## config.mk

```make
export PLATFORM = sky130hd
export DESIGN_NAME = ahrha_rem
export DESIGN_NICKNAME = d
export VERILOG_FILES = /design/src/design/ahrha_rem.sv
export SDC_FILE = /design/constraint.sdc
export NUM_CORES = 1
export LEC_CHECK = 0
export ABC_CLOCK_PERIOD_IN_PS = 4200
export BUFFER_PORTS_ARGS = -buffer_cell sky130_fd_sc_hd__buf_2
export CAP_MARGIN = 20
export CORE_ASPECT_RATIO = 0.8
export CORE_MARGIN = 3
export CORE_UTILIZATION = 50
export DETAILED_ROUTE_END_ITERATION = 7
export GPL_TIMING_DRIVEN = 0
export PLACE_DENSITY = 0.73
export SETUP_SLACK_MARGIN = 0.05
export SYNTH_ARGS = -nofsm -noshare
export SYNTH_HDL_FRONTEND = slang
export SYNTH_SLANG_ARGS = --single-unit
```

## constraint.sdc

```tcl
create_clock -name clk -period 4.2 [get_ports clk]
set_clock_uncertainty 0.05 [all_clocks]
set_input_delay 0.21 -clock clk [delete_from_list [all_inputs] [get_ports clk]]
set_output_delay 0.21 -clock clk [all_outputs]
set_load 0.01 [all_outputs]
```

## src/design/ahrha_rem.sv

```systemverilog
module ahrha_rem (
	input  logic        clk,
	input  logic        arst_n,
	input  logic        go,
	input  logic [63:0] dividend,
	input  logic [63:0] divisor,
	output logic        done_q,
	output logic [63:0] rem_q
);

	logic [6:0]  cnt_q;
	logic        run_q;
	logic [63:0] dvd_q;
	logic [64:0] trial;

	assign trial = {rem_q, dvd_q[63]};

	always_ff @(posedge clk or negedge arst_n) begin
		if (!arst_n) begin
			run_q  <= 1'b0;
			done_q <= 1'b0;
			cnt_q  <= '0;
		end else begin
			done_q <= 1'b0;
			if (go) begin
				run_q <= 1'b1;
				cnt_q <= '0;
				dvd_q <= dividend;
				rem_q <= '0;
			end else if (run_q) begin
				// One quotient bit a cycle, restoring form.
				if (trial >= {1'b0, divisor}) rem_q <= 64'(trial - {1'b0, divisor});
				else rem_q <= trial[63:0];
				dvd_q <= {dvd_q[62:0], 1'b0};
				cnt_q <= 7'(cnt_q + 7'd1);
				if (cnt_q == 7'd63) begin
					run_q  <= 1'b0;
					done_q <= 1'b1;
				end
			end
		end
	end

endmodule

```

-- Word level (Yosys, flattened, before mapping)
Index checks and enable logic that the tools add are counted.
- word-level logic and storage cells: 23
- register bits after elaboration: 137
- output and inout bits: 65
- input bits: 131
- reduce and logical (&&, ||, !) cells: 2
- multiplexer cells: 12
- eq/ne operators: 1
- add/subtract/negate cells: 2
- magnitude comparators: 1
- operators with widths (cell ; count):
    64-bit two-way mux ; 4
    65-bit by 64-bit greater-or-equal comparator with 1-bit output ; 1
    64-bit subtractor ; 1
    7-bit two-way mux ; 2
    7-bit by 1-bit adder with 7-bit output, second input constant ; 1
    7-bit by 6-bit equality test with 1-bit output, second input constant ; 1
    1-bit two-way mux ; 6
    2-bit AND reduction ; 1
    2-bit nonzero test ; 1

-- Logic depth before layout (Yosys ltp)
- word-level depth: 4
- gate-level depth with buffers: 14
- depth with buffers taken out: 13

-- Worst setup path after synthesis
No wires, ideal clock.
- kind: reg-to-reg
- start: register run_q
- end: register dvd_q[0] (enable)
- slack: 0.148 ns
- clock period less this slack: 4.052 ns
- data required time: 3.657 ns
- setup time: 0.493 ns
- cell stages (with the launch flop): 4
- arrival time: 3.509 ns
- path buffers: 1
- path through: dfrtp_1 > clkbuf_1 > nor2_1 > nor2b_1
- word-level cells in the longest chain between the ends: 2
- RTL lines (element ; line ; source):
    start, declared ; 12 ; logic run_q;
    start signal, assigned ; 20 ; run_q <= 1'b0;
    start signal, assigned ; 26 ; run_q <= 1'b1;
    start signal, assigned ; 37 ; run_q <= 1'b0;
    2-bit nonzero test (no line) ; - ;
    2-bit AND reduction (no line) ; - ;
    end signal, assigned ; 28 ; dvd_q <= dividend;
    end signal, assigned ; 34 ; dvd_q <= {dvd_q[62:0], 1'b0};
    end, declared ; 13 ; logic [63:0] dvd_q;
No other way between the ends.
A chain may end at the register's enable or synchronous reset.

-- Final worst setup path
- start: register rem_q[29]
- end: register rem_q[49], data pin
- word-level cells in the longest chain between the ends: 3
- elaborated cells on any way between the ends: 4
- those cells by class: add/sub (1); order compare (1); mux (2)
- RTL lines (element ; line ; source):
    start, declared ; 8 ; output logic [63:0] rem_q
    start signal, assigned ; 32 ; if (trial >= {1'b0, divisor}) rem_q <= 64'(trial - {1'b0, divisor});
    start signal, assigned ; 33 ; else rem_q <= trial[63:0];
    64-bit subtractor or 65-bit by 64-bit greater-or-equal comparator with 1-bit output (tied branches) ; 32 ;
    64-bit two-way mux (*) ; 32 ;
    64-bit two-way mux (*) ; 30 ; end else if (run_q) begin
Every way passes the cells marked *; elsewhere a longest branch is shown, timed or not.

==> run_results.csv <==
group,metric,value,unit
status,status,"completed",
global_routing,grt_antenna_before_repair,0,
synthesis,yosysWarnings,0,
die,start_util,51.4,%
routing,post_drt_wl_per_cell,20.4,um
placement,dp_hpwl,24600,um
layout,diodes,0,
synthesis,synth_edf_count,128,
synthesis,syn_avg_cell_area,9.56,um^2
layout,post-route-util,61.6,%
routing,dr.pass1.iters,6,
timing,whs,23.5,ps
timing,setup_viol,0,
layout,drive_gt1_share,25.8,%
global_routing,grt_pass1_wl,50500,um
setup_path,cp_max_fo,10,
timing,fmax,251,MHz
clock_tree,clock_sinks,137,
pwr,swShare,36.9,%
synthesis,ys_ff_latch,137,
synthesis,yosysUniqueCellTypes,75,
setup_path,arrival,4090,ps
timing,period_share,94.9,%
routing,drc,0,
global_routing,grt_max_degree,55,
global_routing,gr-total-overflow,0,
setup_path,startpoint_type,"flop",
routing,drt_wl_total,33100,um
die,die_w,170,um
synthesis,synth_top_cell_by_area,"edfxtp_1",
synthesis,ys.flop_type,"edfxtp_1",
layout,fin_nets,1540,
die,rows,47,
timing,period_needed,3990,ps
synthesis,synth_fp_nets,1319,
routing,ant_nets,0,
placement,gp_congestion,0.943,
pwr,power.density,438,nW/um^2
die,dieHeight,137,um
timing,worst_slew_pin_slew,899,ps
timing,drv_slew,0,
clock_tree,cts_tree,"yes",
clock_tree,root_buffer,"clkbuf_16",
clock_tree,clkTransAtPathRegs,80,ps
timing,grt_setup_unrepaired,"no",
pwr,power_frac_clock,28.7,%
pwr,p_leak,5.59,nW
die,core,20900,um^2
layout,area_growth,19.9,%
synthesis,postSynthCellCount,1122,
layout,finish.instance_area,12900,um^2
die,design.die.area,23300,um^2
pwr,ir_worst_vdd,0.000224,V
timing,relSlewSlack,39.8,%
clock_tree,clockBufferDepth,2,
pwr,intPower,0.00355,W
setup_path,cp-end-kind,"flop",
synthesis,synthTopCellsByCount,"edfxtp_1 (128), inv_1 (85), nor2_1 (80)",
synthesis,synth.top_cell.area_share,35.8,%
routing,via_count,9983,
min_path,hold_class,"in2reg",
die,ios,196,
synthesis,ys_seq_area_share,37.9,%
clock_tree,htreeDepth,4,
timing,final_hold_viol_count,0,
routing,drt_iter0_drc,1177,
pwr,p_seq_share,32.8,%
setup_path,critPathKind,"reg2reg",
routing,viasPerCell,6.14,
placement,port_buffers,194,
global_routing,grt_util_all_layers,27.7,%
synthesis,syn_area,10700,um^2
job,drv_cap,0,
clock_tree,clock_latency,440,ps
pwr,power.switching,0.00208,W
synthesis,synth.most_common_cell,"edfxtp_1",
synthesis,synth.area.top_cells,"edfxtp_1 (36%), ha_1 (7.6%), mux2_2 (6.7%)",
pwr,power_frac_comb,38.4,%
synthesis,synthArstFlopShare,6.57,%
clock_tree,tritoncts.num_buffers,17,
placement,placed_area,12100,um^2
global_routing,grt_pass1_vias,9229,
setup_path,critPathRequiredTime,4300,ps
==> flip-flops by register name (all words and copies together) (netlist names) <==
| name | cells |
|---|---|
| dvd_q | 64 |
| rem_q | 64 |
| cnt_q | 7 |
| done_q | 1 |
| run_q | 1 |
==> metal layers <==
metal	global-route usage, %	part of all wire [%]	up-vias
met1	42.7	46	4761
met5	0	0	-
met3	4.45	9.3	41
met2	41.0	43	512
met4	5.90	1.4	0
li1	-	-	4669
==> metrics by stage <==
step | power [W] | setup TNS (ps) | cells | setup slack, ps
after CTS | 0.00556 | 0 | 1623 | 51.2
final | 0.00563 | 0 | 1625 | 212
after global placement | 0.00390 | -146530 | 1585 | -2020
after floorplan | 0.00331 | 0 | 1122 | 148
after detailed placement | 0.00393 | -3440 | 1587 | -382
after global routing | 0.00591 | 0 | 1625 | 60.5
==> power by group through the flow <==
| stage | registers, W | clock network (W) | logic, W |
|---|---|---|---|
| 2_1_floorplan | 0.00187 | 0 | 0.00144 |
| 3_3_place_gp | 0.00187 | 0 | 0.00203 |
| 3_5_place_dp | 0.00187 | 0 | 0.00207 |
| 4_1_cts | 0.00184 | 0.00162 | 0.00210 |
| 5_1_grt | 0.00187 | 0.00168 | 0.00237 |
| 6_report | 0.00185 | 0.00162 | 0.00216 |
==> worst max-delay path, cell delays in order, from the launching register on <==
cell	delay, ps
edfxtp_1	480
ha_1	320
buf_2	170
nand4_1	200
nor4_4	360
a22oi_1	150
a31oi_2	310
o31ai_4	140
a2111oi_4	490
or2_1	180
buf_6	180
buf_8	190
mux2i_1	350
a211oi_1	120
==> cell type report <==
| cell class | count | area [um^2] |
|---|---|---|
| sequential | 137 | 4070 |
| multi-input combinational | 834 | 6130 |
| fill | 1837 | 8010 |
| clock buffer | 17 | 425 |
| tap | 269 | 337 |
| buffer | 65 | 319 |
| clock inverter | 15 | 186 |
| inverter | 85 | 319 |
| timing repair buffer | 203 | 1080 |
==> kinds of logic after synthesis <==
family | after synthesis | synth area share (%)
buffers and inverters | 151 | 5.95
flip-flops | 137 | 37.9
XOR/XNOR | 50 | 4.08
AND/OR/NAND/NOR | 294 | 13.8
adder cells (fa/ha/maj) | 66 | 7.77
AO/OA/AOI/OAI | 324 | 20.4
multiplexers | 100 | 10.1
==> placed cells by master, fill, tap and decap left out, types with 17 or more instances in the layout <==
cell type  count
o21ai_0       53
mux2_2        64
buf_2        207
nand3_1       25
clkbuf_1      41
inv_1         85
ha_1          65
a211oi_1      40
clkbuf_16     17
xnor2_1       26
a21oi_1       74
a31oi_1       20
nand4_1       21
mux2i_1       36
nor3_1        19
a21o_1        29
nand2_1       69
nor2_1        80
xor2_1        24
edfxtp_1     128
==> final timing paths <==
kind / depth (start not counted) / start / end / slack [ps]
worst max register to register: 13 / rem_q[29] / rem_q[49] / 210
worst min-delay path: 2 / dividend[19] / dvd_q[19] / 20
min in group asynchronous: 3 / arst_n / cnt_q[6] / 550
worst min register to register: 1 / cnt_q[6] / done_q / 460
worst max-delay path: 13 / rem_q[29] / rem_q[49] / 210
max in group asynchronous: 3 / arst_n / done_q / 3310
==> what timing repair did <==
item                                   4_1_cts  5_1_grt
hold buffers                                 1        0
endpoints found under the hold margin        9        0
resized for setup                            6       15
pin swaps                                    1        5
setup buffers                                3        3
setup endpoints to repair                   36       62
(Power assumes the default switching activity.)
