<file path="config.mk">
export PLATFORM = sky130hd
export DESIGN_NAME = ahrha_cell
export DESIGN_NICKNAME = d
export VERILOG_FILES = /design/src/design/ahrha_pkg.sv /design/src/design/ahrha_cell.sv
export SDC_FILE = /design/constraint.sdc
export NUM_CORES = 1
export LEC_CHECK = 0
export BUFFER_PORTS_ARGS = -buffer_cell sky130_fd_sc_hd__clkbuf_2
export CAP_MARGIN = 20
export CORE_AREA = 5 5 225 227
export DETAILED_ROUTE_END_ITERATION = 10
export DIE_AREA = 0 0 230 232
export SYNTH_ARGS = -nofsm -noshare
export SYNTH_HDL_FRONTEND = slang
export SYNTH_SLANG_ARGS = --single-unit
</file>
<file path="constraint.sdc">
create_clock -name clk -period 3.7 [get_ports clk]
set_clock_uncertainty 0.15 [all_clocks]
set_input_delay 0.185 -clock clk [delete_from_list [all_inputs] [get_ports clk]]
set_output_delay 0.185 -clock clk [all_outputs]
set_load 0.1 [all_outputs]
</file>
<file path="src/design/ahrha_pkg.sv">
package ahrha_pkg;

	typedef enum logic [1:0] {
		KIND_ALIGNED = 2'd0,
		KIND_FIXED   = 2'd1,
		KIND_FREE    = 2'd2,
		KIND_UNUSED  = 2'd3
	} kind_t;

	typedef enum logic [1:0] {
		ST_OK      = 2'd0,
		ST_NOFIT   = 2'd1,
		ST_FULL    = 2'd2,
		ST_INVALID = 2'd3
	} status_t;

	typedef struct packed {
		logic [1:0]  kind;
		logic [63:0] req_addr;
		logic [63:0] req_size;
		logic [63:0] align;
	} req_t;

	typedef struct packed {
		logic [63:0] result_addr;
		logic [1:0]  status;
	} rsp_t;

	typedef enum logic [1:0] {
		CELL_HOLD = 2'd0,
		CELL_OPEN = 2'd1,
		CELL_DROP = 2'd2
	} cell_op_t;

	// Broadcast to every cell; each cell works out its own part from its select lines.
	typedef struct packed {
		cell_op_t    op;
		logic        wr_start;
		logic        wr_len;
		logic        wr_len2;
		logic [63:0] start;
		logic [63:0] len;
		logic [63:0] len2;
	} cell_cmd_t;

endpackage

</file>
<file path="src/design/ahrha_cell.sv">
module ahrha_cell
	import ahrha_pkg::*;
(
	input  logic        clk,
	input  cell_cmd_t   cmd,
	input  logic        sel,
	input  logic        sel2,
	input  logic        shift,
	input  logic [63:0] prev_start,
	input  logic [63:0] prev_len,
	input  logic [63:0] next_start,
	input  logic [63:0] next_len,
	output logic [63:0] start_q,
	output logic [63:0] len_q
);

	logic [63:0] start_d;
	logic [63:0] len_d;

	always_comb begin
		start_d = start_q;
		len_d   = len_q;
		if (shift) begin
			unique case (cmd.op)
				CELL_OPEN: begin
					start_d = prev_start;
					len_d   = prev_len;
				end
				CELL_DROP: begin
					start_d = next_start;
					len_d   = next_len;
				end
				default: ;
			endcase
		end
		if (sel && cmd.wr_start) start_d = cmd.start;
		if (sel && cmd.wr_len) len_d = cmd.len;
		if (sel2 && cmd.wr_len2) len_d = cmd.len2;
	end

	always_ff @(posedge clk) begin
		start_q <= start_d;
		len_q   <= len_d;
	end

endmodule

</file>
### Word level (Yosys, flattened, before mapping)

Index checks and enable logic that the tools add are counted.

| word-level totals | value |
|---|---|
| word-level logic and storage cells | 20 |
| register bits after elaboration | 128 |
| output and inout port bits | 128 |
| input port bits | 457 |

| operators by class | value |
|---|---|
| muxes and demuxes | 7 |
| equal/unequal tests | 2 |
| reductions and logical operators | 9 |

Operators by type and width:

| kind | count |
|---|---|
| $mux W64 | 5 |
| $pmux W64 S2 | 2 |
| $reduce_bool A3 Y1 | 2 |
| $reduce_and A2 Y1 | 2 |
| $reduce_bool A4 Y1 | 1 |
| $logic_and A1 B1 Y1 | 3 |
| $eq A2 B1 Y1 const B | 1 |
| $eq A2 B2 Y1 const B | 1 |
| $reduce_bool A2 Y1 | 1 |

### Depth between registers and ports, before layout

Gate-level depths: netlist of run 1.

| logic depth | value |
|---|---|
| depth in word-level cells | 5 |
| depth in mapped cells | 6 |
| gate-level depth less buffers | 3 |

### Least setup slack after synthesis of run 1

OpenSTA, ideal clock, no wires.

| path | value |
|---|---|
| path kind | input to register |
| start | input cmd[196] in the netlist's numbering |
| end | register len_q[0] (enable) |
| stages | 5 |
| buffers on the path | 2 |
| library setup time | 852 ps |
| slack | 411 ps |
| required time | 2,698 ps |
| data arrival time | 2,287 ps |
| cells stage by stage | nor2b_2 > buf_4 > buf_6 > o21ai_0 > nand3_1 |

| between the ends | value |
|---|---|
| cells in the longest elaborated chain, start to end | 3 |
| elaborated cells on any way between the ends | 4 |
| those cells by class | 2 x eq/ne; 2 x reduce/logical |

RTL lines:

| item | line | source |
|---|---|---|
| start: declaration | ahrha_cell.sv:5 | `input cell_cmd_t cmd,` |
| $eq A2 B2 Y1 or $eq A2 B1 Y1 (tied branches) | ahrha_cell.sv:24 | `unique case (cmd.op)` |
| $reduce_bool A4 Y1 (no source line) (*) | n/a |  |
| $reduce_and A2 Y1 (no source line) (*) | n/a |  |
| end signal: assignment | ahrha_cell.sv:43 | `len_q <= len_d;` |
| end: declaration | ahrha_cell.sv:14 | `output logic [63:0] len_q` |

Mark *: on every way between the ends. The rest lies on a longest branch, timed or not.
A chain may end at the register's enable or synchronous reset.

### Worst setup path after layout of run 1

| path | value |
|---|---|
| start | input sel2 |
| end | register len_q[8], data pin |

| between the ends | value |
|---|---|
| cells in the longest elaborated chain, start to end | 2 |

RTL lines:

| item | line | source |
|---|---|---|
| start: declaration | ahrha_cell.sv:7 | `input logic sel2,` |
| $logic_and A1 B1 Y1 | ahrha_cell.sv:38 | `if (sel2 && cmd.wr_len2) len_d = cmd.len2;` |
| $mux W64 | ahrha_cell.sv:38 |  |
| named net len_d[8] | ahrha_cell.sv:18 | `logic [63:0] len_d;` |

The timed path passes the listed nets, and every way through them passes these cells.

==> flow_metrics.py, run 1 <==
metrics = {
    "job": {
        "cap_violations": 0,
    },
    "pwr": {
        "power_per_cell_area_nw_per_um2": 444,
        "ir_worst_vdd_v": 0.000286,
        "p_leak_uw": 0.00662,
    },
    "sta": {
        "setup_viol": 0,
        "worstMarginPinSlew_ns": 1.01,
        "fmax_mhz": 360,
        "final_max_slew_viol_count": 0,
        "slew_headroom_pct": 32.5,
        "finalSetupTns_ns": 0,
        "min_period_over_period_pct": 75.1,
        "rsz0062_at_grt": "no",
        "finalHoldViolations": 0,
        "period_minus_slack_ns": 2.78,
    },
    "setup_path": {
        "crit_path_max_incr_delay_ns": 0.59,
        "cp.arrival_ns": 2.83,
        "critical_path.max_fanout": 38,
        "path_cells": "clkbuf_2 -> and2_4 -> buf_4 -> mux2i_1 -> dlygate4sd3_1 -> mux2i_1 -> dlygate4sd3_1",
        "critPathLaunchType": "input port",
        "worst_setup_path_end_kind": "flip-flop",
        "startpoint": "sel2",
        "slowest_stage": "dlygate4sd3_1",
        "critPathKind": "in2reg",
        "cp.required_ns": 3.75,
    },
    "placed_design": {
        "gp_congestion": 0.920,
        "io_buffers": 584,
        "dp_hpwl_um": 27700,
    },
    "grt": {
        "grt_max_degree": 129,
        "grt_overflow": 0,
        "grt_first_pass_wirelength_um": 52100,
        "antenna_found_initial": 14,
        "grt.total_usage_pct": 13.1,
        "grt_pass1_vias": 9041,
    },
    "floorplan": {
        "die_w_um": 230,
        "core-area_um2": 48400,
        "start_util_pct": 15.3,
        "dieArea_um2": 53400,
        "ios": 585,
        "die_h_um": 232,
        "rows": 81,
    },
    "cts": {
        "cts_resized": 0,
        "cts.sink_count": 128,
        "root_buffer": "clkbuf_16",
        "path_clk_slew_ns": 0.06,
        "cts_post_setup_buffers_inserted": 0,
        "htreeDepth": 4,
        "cts_buffer_depth": 2,
        "numCtsBuffers": 17,
        "postCtsHoldBufs": 316,
        "cts_tree": "done",
    },
    "synth": {
        "synth_area_leaders": "edfxtp_1, mux2i_1, nand2_1, o21ai_1, buf_8",
        "syn_area_um2": 7390,
        "synth_top_area_share_pct": 52.0,
        "yosysSeqAreaShare_pct": 52.0,
        "syn_area_per_cell_um2": 13.1,
        "synth-seq-cells": 128,
        "synth_top_cell_by_area": "edfxtp_1",
        "syn_nets": 1022,
        "ys_types": 21,
        "postSynthCellCount": 565,
        "yosys_warnings": 0,
    },
    "routing": {
        "via_per_inst": 3.93,
        "via_count": 8242,
        "drt_iter0_markers": 210,
        "antenna_left": 0,
        "wl_um": 36400,
        "drc": 0,
        "first_pass_iters": 4,
        "wl_per_cell_um": 17.4,
    },
    "layout": {
        "layout.nets": 1908,
        "drive_above_1_share_pct": 42.7,
        "area_growth_pct": 98.0,
        "post-route-util_pct": 30.2,
    },
    "hold_path": {
        "hp-class": "in2reg",
        "holdCritStartpoint": "cmd[192]",
    },
    "run_status": {
        "status": "completed",
    },
}
==> critical path: cells and delay by family <==
family	cells	cell delay, ns
buffers and inverters	4	1.67
muxes	2	0.32
and+or+nand+nor	1	0.58
==> Yosys cell counts (all sizes together) <==
| cell type | count |
|---|---|
| nand3 | 1 |
| a31oi | 1 |
| and2b | 1 |
| nor2 | 1 |
| and2 | 2 |
| o21ai | 65 |
| clkbuf | 12 |
| nor2b | 1 |
| buf | 30 |
| nand2 | 67 |
| nand2b | 1 |
| mux2i | 254 |
| o22ai | 1 |
| edfxtp | 128 |
==> where the power goes <==
part	total, uW	leakage, uW	internal, uW	switching (uW)
sequential	1930	0.00125	1860	72.8
clock	1710	0.000276	1050	660
combinational	2860	0.00510	808	2050
==> layout by cell type, fill, tap and decap left out, drive strengths merged <==
cell and instances:
clkbuf 605, o22ai 1, nand3 1, nor2 1, clkinv 6, nand2b 1
buf 9, and2b 1, mux2i 254, bufinv 3, diode 10, dlygate4sd3 316
nor2b 1, nand2 67, edfxtp 128, o21ai 65, a31oi 1, and2 2
clkinvlp 2
==> sequential cells by signal (all words and copies together), names as in the netlist <==
signal	count
len_q	64
start_q	64
==> per-stage QoR <==
stage                     std cells  power [uW]  hold WS, ns  area (um^2)  setup slack (ns)
final                          2096        6500       0.0534        14600             0.921
after global routing           2096        6780       0.0464        14600             0.871
after CTS                      2086        6600     0.000160        14600              1.10
after detailed placement       1738        4440        0.321        10900              1.54
after global placement         1738        4420        0.317        10900              1.55
after floorplan                 565        3850        0.222         7390             0.411
==> area by class of cell <==
type / count / area, um^2
antenna: 10 / 25.0
clock buffer: 21 / 440
clock inverter: 11 / 140
fill: 4916 / 33800
multi-input combinational: 395 / 3210
sequential: 128 / 3840
tap: 622 / 778
timing repair buffer: 909 / 6190
==> cell families (layout without fill, tap and decap cells) <==
logic type,after synthesis,count (layout),share of synthesized area [%]
mux,254,254,34.4
flops,128,128,52.0
compound gates,67,67,4.57
buf+inv,42,941,4.96
simple gates,74,74,4.03
other cells,0,10,0
==> worst paths after layout <==
path / endpoint / slack (ns) / cells past startpoint
max: len_q[8] / 0.92 / 7
min: len_q[56] / 0.05 / 3
==> routing by layer <==
layer	global-route usage (%)	vias to the layer above	routed length [um]	share of wire (%)
li1	-	3923	-	-
met5	0	-	34	0.093
met2	23.3	428	18500	51
met4	7.79	6	1630	4.5
met1	13.1	3819	13100	36
met3	5.10	66	3150	8.7
Note: power is estimated with default switching activity, not from simulation.
==> inputs of run 2 (changes only) <==
--- a/config.mk
+++ b/config.mk
@@ -5,11 +5,12 @@
 export SDC_FILE = /design/constraint.sdc
 export NUM_CORES = 1
 export LEC_CHECK = 0
+export ABC_AREA = 1
 export BUFFER_PORTS_ARGS = -buffer_cell sky130_fd_sc_hd__clkbuf_2
 export CAP_MARGIN = 20
-export CORE_AREA = 5 5 225 227
+export CORE_AREA = 5 5 223 225
 export DETAILED_ROUTE_END_ITERATION = 10
-export DIE_AREA = 0 0 230 232
+export DIE_AREA = 0 0 228 230
 export SYNTH_ARGS = -nofsm -noshare
 export SYNTH_HDL_FRONTEND = slang
 export SYNTH_SLANG_ARGS = --single-unit
==> constraint.sdc (replaced) <==
create_clock -name clk -period 2.45 [get_ports clk]
set_clock_uncertainty 0.15 [all_clocks]
set_input_delay 0.1225 -clock clk [delete_from_list [all_inputs] [get_ports clk]]
set_output_delay 0.1225 -clock clk [all_outputs]
set_load 0.1 [all_outputs]
==> run 2 against run 1 <==
Effect of this change: critical endpoint is now len_q[38]; critical path depth increased by 1; sequential share of layout area shrank 2.8 points; hold slack improved by 0.085 ns; sequential cell count is the same.
==> flow_metrics.py, run 2 <==
metrics = {
    "sta": {
        "setup_viol": 0,
        "finalSetupTns_ns": 0,
        "finalHoldViolations": 0,
        "fmax_mhz": 414,
        "worst_slack_ns": 0.0332,
        "min_period_over_period_pct": 98.6,
        "period_minus_slack_ns": 2.42,
        "worstMarginPinSlew_ns": 0.777,
        "slew_headroom_pct": 48.2,
        "rsz0062_at_grt": "no",
        "final_max_slew_viol_count": 0,
    },
    "synth": {
        "synth-seq-cells": 128,
        "synth.most_common_cell": "nand2_1",
        "ys.flop_type": "edfxtp_1",
        "syn_nets": 1771,
        "synth_area_leaders": "edfxtp_1, nand2_1, nand3_1, inv_1, buf_2",
        "syn_area_um2": 8970,
        "ys_async_sr_fraction_pct": 0,
        "synth_top_cell_by_area": "edfxtp_1",
        "synth_edf_count": 128,
        "postSynthCellCount": 1314,
        "yosys_warnings": 0,
        "syn_area_per_cell_um2": 6.83,
        "ys_types": 17,
        "synth_common_cells": "nand2_1, inv_1, nand3_1",
        "synth_top_area_share_pct": 42.9,
        "yosysSeqAreaShare_pct": 42.9,
    },
    "routing": {
        "top_layer": "met5",
        "wl_met3_um": 3560,
        "first_pass_iters": 5,
        "wl_um": 43400,
        "wl_per_cell_um": 15.4,
        "via_count": 11735,
        "met1_length_um": 16700,
        "drt_iter0_markers": 611,
        "drc": 0,
        "wl_met2_um": 21000,
        "antenna_left": 0,
        "via_per_inst": 4.16,
    },
    "pwr": {
        "p_leak_uw": 0.00919,
        "power_per_cell_area_nw_per_um2": 626,
        "ir_worst_vdd_v": 0.000396,
    },
    "floorplan": {
        "die_w_um": 228,
        "core-area_um2": 47300,
        "start_util_pct": 18.9,
        "rows": 80,
        "dieArea_um2": 52400,
        "die_h_um": 230,
        "ios": 585,
    },
    "setup_path": {
        "cp.arrival_ns": 2.59,
        "worst_setup_path_end_kind": "flip-flop",
        "path_cells": "clkbuf_2 -> buf_4 -> nand3_1 -> nand2_1 -> dlygate4sd3_1 -> nand2_1 -> nand2_1 -> dlygate4sd3_1",
        "crit_path_max_incr_delay_ns": 0.58,
        "slowest_stage": "buf_4",
        "critical_path.max_fanout": 63,
        "critPathLaunchType": "input port",
        "cp_common_cell": "nand2_1",
        "cp.required_ns": 2.62,
        "critPathKind": "in2reg",
    },
    "cts": {
        "numCtsBuffers": 17,
        "root_buffer": "clkbuf_16",
        "cts.sink_count": 128,
        "htreeDepth": 4,
        "cts_tree": "done",
        "cts_post_setup_buffers_inserted": 0,
        "path_clk_slew_ns": 0.06,
        "cts_buffer_depth": 2,
    },
    "grt": {
        "grt_first_pass_wirelength_um": 65800,
        "grt_max_degree": 65,
        "grt_pass1_vias": 12051,
        "antenna_found_initial": 2,
        "grt.total_usage_pct": 16.1,
        "grt_overflow": 0,
    },
    "layout": {
        "area_growth_pct": 82.9,
        "final_common_cell": "clkbuf_2",
        "layout.nets": 2648,
        "drive_above_1_share_pct": 30.8,
        "reg.largest.list": "len_q (64), start_q (64)",
        "n_antenna_cell": 0,
        "final_cell_mix": "clkbuf_2, nand2_1, dlygate4sd3_1",
    },
    "placed_design": {
        "io_buffers": 584,
        "dp_hpwl_um": 31300,
        "place_ws_ns": 0.497,
        "gp_congestion": 0.928,
    },
    "hold_path": {
        "hold_path_end": "len_q[2]",
        "hold_depth": 5,
        "holdCritStartpoint": "cmd[193]",
        "hp-class": "in2reg",
    },
    "run_status": {
        "status": "completed",
    },
    "job": {
        "cap_violations": 0,
    },
}
run 2: power by group:
| part | total [uW] | switching, uW | internal, uW |
|---|---|---|---|
| combinational | 4690 | 3410 | 1280 |
| clock | 2670 | 1140 | 1530 |
| sequential | 2910 | 103 | 2810 |
| total | 10300 | 4650 | 5620 |
run 2: how the worst max path moves through the flow:
stage,start,end,slack (ns),cells after the start
2_1_floorplan,sel2,len_q[0],0.49,6
3_5_place_dp,cmd[195],len_q[38],0.50,6
5_1_grt,sel2,len_q[38],0.03,8
4_1_cts,cmd[195],len_q[13],0.01,8
3_3_place_gp,cmd[195],len_q[38],0.50,6
6_report,sel2,len_q[38],0.03,8
run 2: metal layers:
layer	up-vias	GRT usage (%)
met5	-	0
met4	4	8.94
met3	116	5.35
met2	608	27.5
met1	5244	17.5
li1	5763	-
run 2: final cells by class:
type,count,area (um^2)
Tap cell,615,769
Timing Repair Buffer,940,6550
Inverter,262,986
Sequential cell,128,3840
Clock inverter,15,176
Clock buffer,17,425
Multi-Input combinational cell,842,3650
Fill cell,4970,30900
run 2: worst max-delay path: cells and delay by family:
family	cells	cell delay (ns)
AND/OR/NAND/NOR	4	0.52
buffers and inverters	4	1.86
run 2: logic make-up (layout without fill, tap and decap cells):
family / count (synthesis) / count (layout) / synth area share (%)
AND/OR/NAND/NOR: 841 / 841 / 40.2
AO/OA/AOI/OAI: 1 / 1 / 0.0557
flip-flops: 128 / 128 / 42.9
buffers and inverters: 344 / 1234 / 16.9
run 2: repair_timing:
action                                  CTS  global route
hold buffers                            325             0
endpoints found under the setup margin    0            15
resized for setup                         0             2
endpoints found under the hold margin   128             0
run 2: metrics by stage:
step                      area, um^2  utilization, %  instances  hold slack [ns]  power, uW
after global routing           16400            34.6       2819            0.138      10700
after global placement         12500            26.5       2462            0.244       7040
after detailed placement       12500            26.5       2462            0.245       7030
after floorplan                 8970               -       1314            0.158       6020
final                          16400            34.6       2819            0.138      10300
after CTS                      16400            34.6       2819           0.0841      10400
